## config.mk

```make
export PLATFORM = sky130hd
export DESIGN_NAME = lms_adaptive_fir_filter_core
export DESIGN_NICKNAME = d
export VERILOG_FILES = /design/src/hw/rtl/lmsaf_pkg.sv /design/src/hw/rtl/lms_adaptive_fir_filter_core.sv
export SDC_FILE = /design/constraint.sdc
export NUM_CORES = 2
export LEC_CHECK = 0
export BUFFER_PORTS_ARGS = -buffer_cell sky130_fd_sc_hd__buf_2
export CAP_MARGIN = 10
export CORE_UTILIZATION = 65
export DETAILED_ROUTE_END_ITERATION = 8
export PLACE_DENSITY = 0.88
export SLEW_MARGIN = 20
export SYNTH_ARGS = -nofsm -noshare
export SYNTH_HDL_FRONTEND = slang
export SYNTH_SLANG_ARGS = --single-unit
```

## constraint.sdc

```tcl
create_clock -name i_clk -period 13 [get_ports i_clk]
set_input_delay 1.3 -clock i_clk [delete_from_list [all_inputs] [get_ports i_clk]]
set_output_delay 1.3 -clock i_clk [all_outputs]
set_load 0.02 [all_outputs]
```

## src/hw/rtl/lmsaf_pkg.sv

```systemverilog
// shared types and constants for the lms adaptive fir filter
`default_nettype none

package lmsaf_pkg;

    localparam int SAMPLE_W = 16;
    localparam int STEP_W   = 16;
    localparam int ERR_W    = 17;
    localparam int COEF_W   = 24;

    // shared multiplier operand and product widths
    localparam int MUL_A_W  = 35;
    localparam int MUL_B_W  = 17;
    localparam int MUL_P_W  = 52;

    // mu * error product width
    localparam int MUE_W    = 34;

    // filter product: bits [39:20] are the q.15 term after floor shift
    localparam int TERM_HI  = 39;
    localparam int TERM_LO  = 20;
    localparam int TERM_W   = TERM_HI - TERM_LO + 1;

    // update product: bits [51:26] are the q.20 increment after floor shift
    localparam int DELTA_HI = 51;
    localparam int DELTA_LO = 26;
    localparam int DELTA_W  = DELTA_HI - DELTA_LO + 1;

    localparam int COEF_SUM_W = 27;

    localparam logic [STEP_W-1:0] STEP_RESET = 16'd5793;

    localparam int SAMPLE_MAX = 32767;
    localparam int SAMPLE_MIN = -32768;

    localparam logic signed [COEF_SUM_W-1:0] COEF_MAX = 27'sd8388607;
    localparam logic signed [COEF_SUM_W-1:0] COEF_MIN = -27'sd8388608;

    typedef enum logic [2:0] {
        S_IDLE,
        S_MAC,
        S_ACC,
        S_ERR,
        S_MUE,
        S_UPD,
        S_WB,
        S_OUT
    } t_state;

    typedef enum logic [1:0] {
        MUL_MAC,
        MUL_MUE,
        MUL_UPD
    } t_mul_sel;

endpackage

`default_nettype wire

```

## src/hw/rtl/lms_adaptive_fir_filter_core.sv

```systemverilog
// lms adaptive fir filter core with one shared multiplier
`default_nettype none

// LMS adaptive FIR filter, NUM_TAPS taps. Each input beat brings a Q1.15
// sample and a Q1.15 desired value; each one yields exactly one output beat
// with the saturated filter output (formed with the coefficients held before
// the beat) and the error desired - output. Coefficients are Q4.20, saturate
// at 24 bits, and gain floor(mu * error * tap / 2^26) each beat; mu is the
// unsigned Q0.16 step size written through i_cfg_we / i_cfg_wdata (reset
// 5793), to be written only while the block is idle. One signed 35x17
// multiplier does all the work under a small sequencer: NUM_TAPS filter
// products, one mu * error product, then NUM_TAPS coefficient updates. An
// input beat therefore keeps the block busy through all of these steps before
// o_in_ready returns; the result sits in an output register, so a stalled
// output side only holds the block once a second result is ready.
// Delay line and coefficients are rotating registers read at tap 0, so no
// memory and no clearing pass is needed: reset clears them at once.
module lms_adaptive_fir_filter_core
    import lmsaf_pkg::*;
#(
    parameter int NUM_TAPS = 16
) (
    input  wire logic                       i_clk,
    input  wire logic                       i_rst_n,

    // step size register
    input  wire logic                       i_cfg_we,
    input  wire logic [STEP_W-1:0]          i_cfg_wdata,

    // input channel
    input  wire logic                       i_in_valid,
    output      logic                       o_in_ready,
    input  wire logic signed [SAMPLE_W-1:0] i_sample_in,
    input  wire logic signed [SAMPLE_W-1:0] i_desired,

    // output channel
    output      logic                       o_out_valid,
    input  wire logic                       i_out_ready,
    output      logic signed [SAMPLE_W-1:0] o_filter_out,
    output      logic signed [ERR_W-1:0]    o_error_out
);

    // accumulator holds NUM_TAPS terms of TERM_W bits without overflow
    localparam int ACC_W = TERM_W + $clog2(NUM_TAPS) + 1;
    localparam int CNT_W = $clog2(NUM_TAPS);
    localparam logic [CNT_W-1:0] CNT_LAST = CNT_W'(NUM_TAPS - 1);

    t_state                      r_state, n_state;
    logic [CNT_W-1:0]            r_cnt, n_cnt;
    logic [STEP_W-1:0]           r_step;

    // delay line: tap 0 is the newest sample
    logic signed [SAMPLE_W-1:0]  r_tap  [NUM_TAPS];
    logic signed [COEF_W-1:0]    r_coef [NUM_TAPS];

    logic signed [SAMPLE_W-1:0]  r_des;
    logic signed [ACC_W-1:0]     r_acc;
    logic signed [MUL_P_W-1:0]   r_prod;
    logic signed [MUE_W-1:0]     r_mue;
    logic signed [SAMPLE_W-1:0]  r_y;
    logic signed [ERR_W-1:0]     r_err;

    logic                        r_out_valid;
    logic signed [SAMPLE_W-1:0]  r_out_y;
    logic signed [ERR_W-1:0]     r_out_err;

    // sequencer controls
    t_mul_sel                    w_mul_sel;
    logic                        w_accept;
    logic                        w_rot_tap;
    logic                        w_rot_coef;
    logic                        w_wr_coef;
    logic                        w_acc_add;
    logic                        w_ld_out;

    // datapath
    logic signed [MUL_A_W-1:0]   w_mul_a;
    logic signed [MUL_B_W-1:0]   w_mul_b;
    logic signed [MUL_P_W-1:0]   w_prod;
    logic signed [TERM_W-1:0]    w_term;
    logic signed [ACC_W-1:0]     w_acc_sum;
    logic signed [SAMPLE_W-1:0]  w_y_sat;
    logic signed [DELTA_W-1:0]   w_delta;
    logic signed [COEF_SUM_W-1:0] w_coef_sum;
    logic signed [COEF_W-1:0]    w_coef_new;

    assign o_in_ready   = (r_state == S_IDLE);
    assign o_out_valid  = r_out_valid;
    assign o_filter_out = r_out_y;
    assign o_error_out  = r_out_err;

    // ---------------------------------------------------------------
    // sequencer
    // ---------------------------------------------------------------
    always_comb begin
        n_state    = r_state;
        n_cnt      = r_cnt;
        w_mul_sel  = MUL_MAC;
        w_accept   = 1'b0;
        w_rot_tap  = 1'b0;
        w_rot_coef = 1'b0;
        w_wr_coef  = 1'b0;
        w_acc_add  = 1'b0;
        w_ld_out   = 1'b0;
        case (r_state)
            S_IDLE: begin
                if (i_in_valid) begin
                    w_accept = 1'b1;
                    n_cnt    = '0;
                    n_state  = S_MAC;
                end
            end
            // coef[k] * tap[k], both lines rotate toward tap 0
            S_MAC: begin
                w_mul_sel  = MUL_MAC;
                w_rot_tap  = 1'b1;
                w_rot_coef = 1'b1;
                w_acc_add  = (r_cnt != '0);
                if (r_cnt == CNT_LAST) begin
                    n_cnt   = '0;
                    n_state = S_ACC;
                end else begin
                    n_cnt = r_cnt + CNT_W'(1);
                end
            end
            // last filter product into the sum
            S_ACC: begin
                w_acc_add = 1'b1;
                n_state   = S_ERR;
            end
            S_ERR: begin
                n_state = S_MUE;
            end
            S_MUE: begin
                w_mul_sel = MUL_MUE;
                n_state   = S_UPD;
            end
            // mu*e * tap[k], while coefficient k-1 is written back from the registered product
            S_UPD: begin
                w_mul_sel = MUL_UPD;
                w_rot_tap = 1'b1;
                w_wr_coef = (r_cnt != '0);
                if (r_cnt == CNT_LAST) begin
                    n_cnt   = '0;
                    n_state = S_WB;
                end else begin
                    n_cnt = r_cnt + CNT_W'(1);
                end
            end
            S_WB: begin
                w_wr_coef = 1'b1;
                n_state   = S_OUT;
            end
            // wait until the output register is free
            S_OUT: begin
                if (!r_out_valid || i_out_ready) begin
                    w_ld_out = 1'b1;
                    n_state  = S_IDLE;
                end
            end
            default: begin
                n_state = S_IDLE;
            end
        endcase
    end

    always_ff @(posedge i_clk) begin
        if (!i_rst_n) begin
            r_state <= S_IDLE;
            r_cnt   <= '0;
        end else begin
            r_state <= n_state;
            r_cnt   <= n_cnt;
        end
    end

    // ---------------------------------------------------------------
    // shared multiplier
    // ---------------------------------------------------------------
    always_comb begin
        case (w_mul_sel)
            MUL_MAC: begin
                w_mul_a = MUL_A_W'(r_coef[0]);
                w_mul_b = MUL_B_W'(r_tap[0]);
            end
            MUL_MUE: begin
                w_mul_a = MUL_A_W'(r_err);
                w_mul_b = signed'({1'b0, r_step});
            end
            MUL_UPD: begin
                w_mul_a = MUL_A_W'(r_mue);
                w_mul_b = MUL_B_W'(r_tap[0]);
            end
            default: begin
                w_mul_a = '0;
                w_mul_b = '0;
            end
        endcase
    end

    assign w_prod = MUL_P_W'(w_mul_a) * MUL_P_W'(w_mul_b);

    // filter sum: floor shift by 20 is a plain bit select of the product
    assign w_term    = signed'(r_prod[TERM_HI:TERM_LO]);
    assign w_acc_sum = r_acc + ACC_W'(w_term);

    always_comb begin
        if (r_acc > ACC_W'(SAMPLE_MAX)) begin
            w_y_sat = SAMPLE_W'(SAMPLE_MAX);
        end else if (r_acc < ACC_W'(SAMPLE_MIN)) begin
            w_y_sat = SAMPLE_W'(SAMPLE_MIN);
        end else begin
            w_y_sat = r_acc[SAMPLE_W-1:0];
        end
    end

    // coefficient update with saturation to 24 bits
    assign w_delta    = signed'(r_prod[DELTA_HI:DELTA_LO]);
    assign w_coef_sum = COEF_SUM_W'(r_coef[0]) + COEF_SUM_W'(w_delta);

    always_comb begin
        if (w_coef_sum > COEF_MAX) begin
            w_coef_new = COEF_MAX[COEF_W-1:0];
        end else if (w_coef_sum < COEF_MIN) begin
            w_coef_new = COEF_MIN[COEF_W-1:0];
        end else begin
            w_coef_new = w_coef_sum[COEF_W-1:0];
        end
    end

    // ---------------------------------------------------------------
    // state lines
    // ---------------------------------------------------------------
    always_ff @(posedge i_clk) begin
        if (!i_rst_n) begin
            for (int i = 0; i < NUM_TAPS; i++) begin
                r_tap[i]  <= '0;
                r_coef[i] <= '0;
            end
        end else begin
            if (w_accept) begin
                r_tap[0] <= i_sample_in;
                for (int i = 1; i < NUM_TAPS; i++) begin
                    r_tap[i] <= r_tap[i-1];
                end
            end else if (w_rot_tap) begin
                for (int i = 0; i < NUM_TAPS - 1; i++) begin
                    r_tap[i] <= r_tap[i+1];
                end
                r_tap[NUM_TAPS-1] <= r_tap[0];
            end
            if (w_rot_coef || w_wr_coef) begin
                for (int i = 0; i < NUM_TAPS - 1; i++) begin
                    r_coef[i] <= r_coef[i+1];
                end
                r_coef[NUM_TAPS-1] <= w_wr_coef ? w_coef_new : r_coef[0];
            end
        end
    end

    always_ff @(posedge i_clk) begin
        if (!i_rst_n) begin
            r_step <= STEP_RESET;
        end else if (i_cfg_we) begin
            r_step <= i_cfg_wdata;
        end
    end

    // working registers, no reset needed
    always_ff @(posedge i_clk) begin
        if (w_accept) begin
            r_des <= i_desired;
            r_acc <= '0;
        end else if (w_acc_add) begin
            r_acc <= w_acc_sum;
        end
        if (r_state == S_MUE) begin
            r_mue <= signed'(w_prod[MUE_W-1:0]);
        end else begin
            r_prod <= w_prod;
        end
        if (r_state == S_ERR) begin
            r_y   <= w_y_sat;
            r_err <= ERR_W'(r_des) - ERR_W'(w_y_sat);
        end
    end

    // output register
    always_ff @(posedge i_clk) begin
        if (!i_rst_n) begin
            r_out_valid <= 1'b0;
        end else if (w_ld_out) begin
            r_out_valid <= 1'b1;
        end else if (i_out_ready) begin
            r_out_valid <= 1'b0;
        end
    end

    always_ff @(posedge i_clk) begin
        if (w_ld_out) begin
            r_out_y   <= r_y;
            r_out_err <= r_err;
        end
    end

    // ---------------------------------------------------------------
    // assertions
    // ---------------------------------------------------------------
    a_busy_after_accept: assert property (@(posedge i_clk) disable iff (!i_rst_n)
        (i_in_valid && o_in_ready) |=> (!o_in_ready && r_state == S_MAC && r_cnt == '0))
        else $error("block not busy after an input beat");

    a_mue_after_err: assert property (@(posedge i_clk) disable iff (!i_rst_n)
        (r_state == S_MUE) |-> ($past(r_state) == S_ERR))
        else $error("mu*error step entered out of order");

    a_idle_cnt_zero: assert property (@(posedge i_clk) disable iff (!i_rst_n)
        (r_state == S_IDLE) |-> (r_cnt == '0))
        else $error("tap counter not cleared in idle");

    a_result_loaded: assert property (@(posedge i_clk) disable iff (!i_rst_n)
        w_ld_out |=> (o_out_valid && o_in_ready
                      && o_filter_out == $past(r_y) && o_error_out == $past(r_err)))
        else $error("result not presented after the update pass");

    a_no_overwrite: assert property (@(posedge i_clk) disable iff (!i_rst_n)
        (r_state == S_OUT && o_out_valid && !i_out_ready) |=> (r_state == S_OUT))
        else $error("pending result would be overwritten");

endmodule

`default_nettype wire
```

# --- After elaboration in Yosys (flattened, before gate mapping) ---
# Memories as Yosys holds them, arrays and structs flattened.
# Index checks and enable logic that the tools add are counted.
word_totals:
  ff_bits: 217
  ram_bits: 640
  input_bits: 53
  memories: 2
classes:
  n_addsub: 4
  multipliers: 1
  n_lt_le_gt_ge: 4
  eq_ne: 14
  mux: 85
  bitwise: 48
  reduce_logical: 12
memory_table:
  columns: ["memory", "depth", "word_bits", "read_ports", "rd_clocked_by_memory_dff", "write_ports", "line", "source"]
  rows:
  - ["r_coef", 16, 24, 16, 0, 16, "lms_adaptive_fir_filter_core.sv:54", "logic signed [COEF_W-1:0] r_coef [NUM_TAPS];"]
  - ["r_tap", 16, 16, 16, 0, 16, "lms_adaptive_fir_filter_core.sv:53", "logic signed [SAMPLE_W-1:0] r_tap [NUM_TAPS];"]
ops:
  columns: ["cell", "count"]
  rows:
  - ["$mux 16", 34]
  - ["$mux 24", 19]
  - ["$pmux 35 s3", 1]
  - ["$mul 35x17->52", 1]
  - ["$or 1x1->1", 48]
  - ["$pmux 17 s2", 1]
  - ["$add 24x26->27", 1]
  - ["$gt 27x24->1 const B", 1]
  - ["$lt 27x24->1 const B", 1]
  - ["$add 25x20->25", 1]
  - ["$gt 25x16->1 const B", 1]
  - ["$lt 25x16->1 const B", 1]
  - ["$pmux 3 s8", 1]
  - ["$mux 1", 19]
  - ["$sub 16x16->17", 1]
  - ["$eq 3x3->1 const B", 4]
  - ["$mux 3", 4]
  - ["$mux 4", 2]
  - ["$ne 2x2->1 const B", 4]
  - ["$pmux 4 s2", 1]
  - ["$eq 3x2->1 const B", 2]
  - ["$add 4x1->4 const B", 1]
  - ["$eq 4x4->1 const B", 1]
  - ["$pmux 1 s2", 2]
  - ["13 further kinds", 16]

# --- Depth between registers and ports, before layout ---
depth:
  ltp_word: 8
  mapped_depth: 33
  mapped_depth_nobuf: 31

# --- Worst setup path after synthesis ---
# OpenSTA, ideal clock, no wires.
synth_path:
  kind: "input to register"
  start: "input i_rst_n"
  end: "memory r_coef[0][0] (enable)"
  setup_time_ps: 2831
  arrival_ps: 8327
  required_ps: 10169
  slack_ps: 1842
  path_stages: 4
  path_buffers: 3
  path_cell_list: "clkbuf_1 -> clkbuf_1 -> clkbuf_1 -> nand2_1"
synth_rtl:
  columns: ["element", "line", "source"]
  rows:
  - ["from (decl)", "lms_adaptive_fir_filter_core.sv:24", "input wire logic i_rst_n,"]
  - ["to (decl)", "lms_adaptive_fir_filter_core.sv:54", null]

# --- Worst setup path in the final report ---
layout_path:
  start: "register r_state[0]"
  end: "register r_prod[50] (data pin)"
layout_between:
  elab_chain_cells: 6
  elab_cells_between_ends: 10
  classes_between: "mul (1); eq/ne (4); mux (3); reduce/logical (2)"
layout_rtl:
  columns: ["element", "line", "source"]
  rows:
  - ["from (decl)", "lms_adaptive_fir_filter_core.sv:48", "t_state r_state, n_state;"]
  - ["from (signal assigned)", "lms_adaptive_fir_filter_core.sv:172", "r_state <= n_state;"]
  - ["$eq 3x3->1", "lms_adaptive_fir_filter_core.sv:105", "case (r_state)"]
  - ["$pmux 2 s2 *", "lms_adaptive_fir_filter_core.sv:105", null]
  - ["$eq 2x2->1 / $logic_not 2->1 (equally long branches)", "lms_adaptive_fir_filter_core.sv:181", "case (w_mul_sel)"]
  - ["$reduce_or 2->1 (no line)", null, null]
  - ["$pmux 17 s2", "lms_adaptive_fir_filter_core.sv:181", null]
  - ["$mul 35x17->52 *", "lms_adaptive_fir_filter_core.sv:201", "assign w_prod = MUL_P_W'(w_mul_a) * MUL_P_W'(w_mul_b);"]
  - ["net w_prod[50]", "lms_adaptive_fir_filter_core.sv:79", "logic signed [MUL_P_W-1:0] w_prod;"]
  - ["to (signal assigned)", "lms_adaptive_fir_filter_core.sv:280", "r_prod <= w_prod;"]
  - ["to (decl)", "lms_adaptive_fir_filter_core.sv:58", "logic signed [MUL_P_W-1:0] r_prod;"]
# Mark *: on every way through the listed nets, which the timed path passes. The rest lies on a longest branch.
# A chain may end at the register's enable or synchronous reset.

==> summary.md <==
| Metric | Value |
|---|---|
| Pin count of the biggest net entering global routing | `195` |
| Crit Path Max Fanout | `44` |
| Crit start category | `flop` |
| Slowest cell on the critical path | `a21oi_4` |
| Grt ovf | `0` |
| Post-synthesis cell count | `4,984` |
| Clock Tree Root | `clkbuf_16` |
| GRT Util Overall | `0.316` |
| R2R Path Start | `r_state[0]` |
| DIE AREA | `87,000 µm²` |
| Sink Count | `837` |
| Via count | `36,800` |
| Required time worst endpoint | `13,410 ps` |
| Actual slew at the worst max-slew pin | `1240 ps` |
| Drt via density | `5.95` |
| Nets | `5,771` |
| Hold buffer count at CTS | `0` |
| Initial antenna violation count | `5` |
| Fin crit period | `9760 ps` |
| Top cell type's share of synthesized area | `0.424` |
| Via count of the first global-routing pass | `37,400` |
| Post-synth top area cell | `edfxtp_1` |
| DR DRC count | `0` |
| Detail Placement HPWL | `95,100 µm` |
| Achievable frequency | `102 MHz` |
| Starting Density | `0.655` |
| Layout cell share with drive strength beyond 1 | `0.0691` |
| Yosys reg bits | `837` |
| Detailed-route wire length per cell | `21.4 µm` |
| Placer congestion estimate | `0.989` |
| Beginning of the worst hold path | `r_y[8]` |
| Max incr delay on CP | `830 ps` |
| Min-Delay Path Depth | `0` |
| H-tree levels | `3` |
| Main area contributors after synthesis | `edfxtp_1 42%, fa_1 20%, nand2_1 4.5%` |
| Post-synth top flop | `edfxtp_1` |
| # port buffers | `87` |
| Finished Layout Cells | `6,182` |
| Cell count of the worst reg-to-reg path | `27` |
| Synthesized area | `55,800 µm²` |
| DRT Wirelength | `133,000 µm` |
| R2R Path End | `r_prod[50]` |
| Clock-pin slew on the worst setup and hold paths | `70 ps` |
| Synth cell types | `84` |
| Max clock buf depth | `3` |
| RSZ-0062 raised after global routing | `no` |
| CTS tree | `built` |
| R2R Setup Slk | `3240 ps` |
| First-pass GRT wire length | `208,000 µm` |
| Number of gates resized after cts | `0` |
| Yosys Warn Count | `0` |
| Commonest cells in the netlist | `788 x edfxtp_1, 676 x nand2_1, 604 x inv_1` |
| Detail Route Antenna Nets | `0` |
| Worst-Skew Late Latency | `680 ps` |
| Syn Nets | `5,788` |
| CP Capture Type | `flop` |
| Max-cap violations | `0` |
| Post-synth EDFFs | `788` |
| Fraction of the yosys area taken by sequential cells | `0.442` |
| Most frequent cell after synthesis | `edfxtp_1` |
| Hold Path Sink | `o_filter_out[8]` |
| CTS Buf Count | `86` |
| Max Slew Vio Count | `0` |
| P&R area growth vs syn | `7.79%` |
| Worst Path Arrival | `10,170 ps` |
| Core Footprint | `85,100 µm²` |
| Crit share post-route | `0.751` |
| Clk_skew | `24.9 ps` |
| Post-Route Setup TNS | `0 ps` |
| Status | `finished, final reports clean` |
| Die Ht | `295 µm` |
| Final hold vios | `0` |
| Setup violators final | `0` |
| DRT Pass-1 Iters | `6` |
| Hold Path Class | `reg2reg` |
| Row cnt | `107` |
| Setup CP Type | `reg2reg` |
| Die Wd | `295 µm` |
| I/O Pins | `88` |
| Setup Fix Bufs, Post-CTS | `0` |
| Most used cell, CP | `fa_1` |
| DRT iter0 DRCs | `3,714` |
| Async S/R FF share, synth | `0` |
| Placed Cells incl. Taps | `6,023` |
| Max-slew headroom | `0.167` |
| Post-Syn Area per Cell | `11.2 µm²` |
[final cells by class]
type                       instances  area (µm²)
tap                             1144        1430
sequential                       837       24600
inverter                         605        2270
clock inverter                    48         544
antenna                            1        2.50
timing repair buffer             143         882
fill                            5788       25000
multi-input combinational       3294       28100
clock buffer                     110        2290
[routing by layer]
| metal | global-route usage | vias to the layer above | wire length, µm |
|---|---|---|---|
| met1 | 0.425 | 18200 | 51600 |
| met4 | 0.142 | 4 | 6440 |
| met3 | 0.0819 | 364 | 14600 |
| met2 | 0.486 | 1827 | 59900 |
| li1 | - | 16400 | - |
| met5 | 0 | - | 28 |
[kinds of logic after synthesis]
family	synth area share
compound gates	0.0789
xor+xnor	0.0152
fa+ha+maj	0.244
buf+inv	0.0580
flops	0.442
mux	0.0208
simple gates	0.142
[placed cells by master (no fill, tap or decap), types with 12 or more instances in the layout]
cell,n
xnor2_1,67
ha_1,191
fa_1,559
buf_4,53
nor2b_1,124
o21a_1,32
nand2b_1,23
clkbuf_1,20
clkbuf_16,87
o21bai_1,16
nand2_1,674
inv_1,604
and3_1,16
o21ai_2,13
a22o_1,79
o21ai_0,178
a22oi_1,24
a21oi_1,127
nand3_1,27
and2_1,373
clkinv_2,17
a21o_1,64
dfxtp_1,48
buf_2,86
nand4_1,15
edfxtp_1,788
xor2_1,30
nor3_1,18
nor2_1,340
nor2_2,22
mux2i_1,116
o221a_1,21
clkinv_1,12
[worst max path at each step]
| stage | to | from | slack, ps |
|---|---|---|---|
| finish | r_prod[50] | r_state[0] | 3240 |
| detailed placement | r_prod[51] | r_state[0] | 3460 |
| global placement | r_prod[51] | r_state[0] | 3780 |
| global route | r_prod[51] | r_state[0] | 2870 |
| CTS | r_prod[50] | r_state[0] | 3430 |
| floorplan | r_coef[0][0] | i_rst_n | 1840 |
[registers in the layout, summed over array words and instances, names as in the netlist]
register and flops:
r_cnt 4, o_out_valid 1, r_step 16, o_filter_out 16, r_acc 25, r_prod 32
r_state 3, r_tap 256, r_err 17, r_y 16, o_error_out 17, r_des 16
r_coef 384, r_mue 34
[stage by stage]
stage	util	area [µm²]	worst slack [ps]	hold WS (ps)
global placement	0.673	57300	3780	401
finish	0.706	60200	3240	402
global route	0.706	60100	2870	411
CTS	0.706	60100	3430	396
floorplan	-	55800	1840	400
detailed placement	0.673	57300	3460	405
[critical path, delay by kind of cell, from the launching register on]
kind / cells / cell delay [ps]
AO/OA/AOI/OAI: 8 / 2620
buffers and inverters: 6 / 1420
flip-flops: 1 / 430
XOR/XNOR: 1 / 160
adder cells (fa/ha/maj): 8 / 3660
AND/OR/NAND/NOR: 4 / 1130
Power is not shown: default switching activity piles up to over one toggle a cycle in this logic, so the estimate is an artifact.
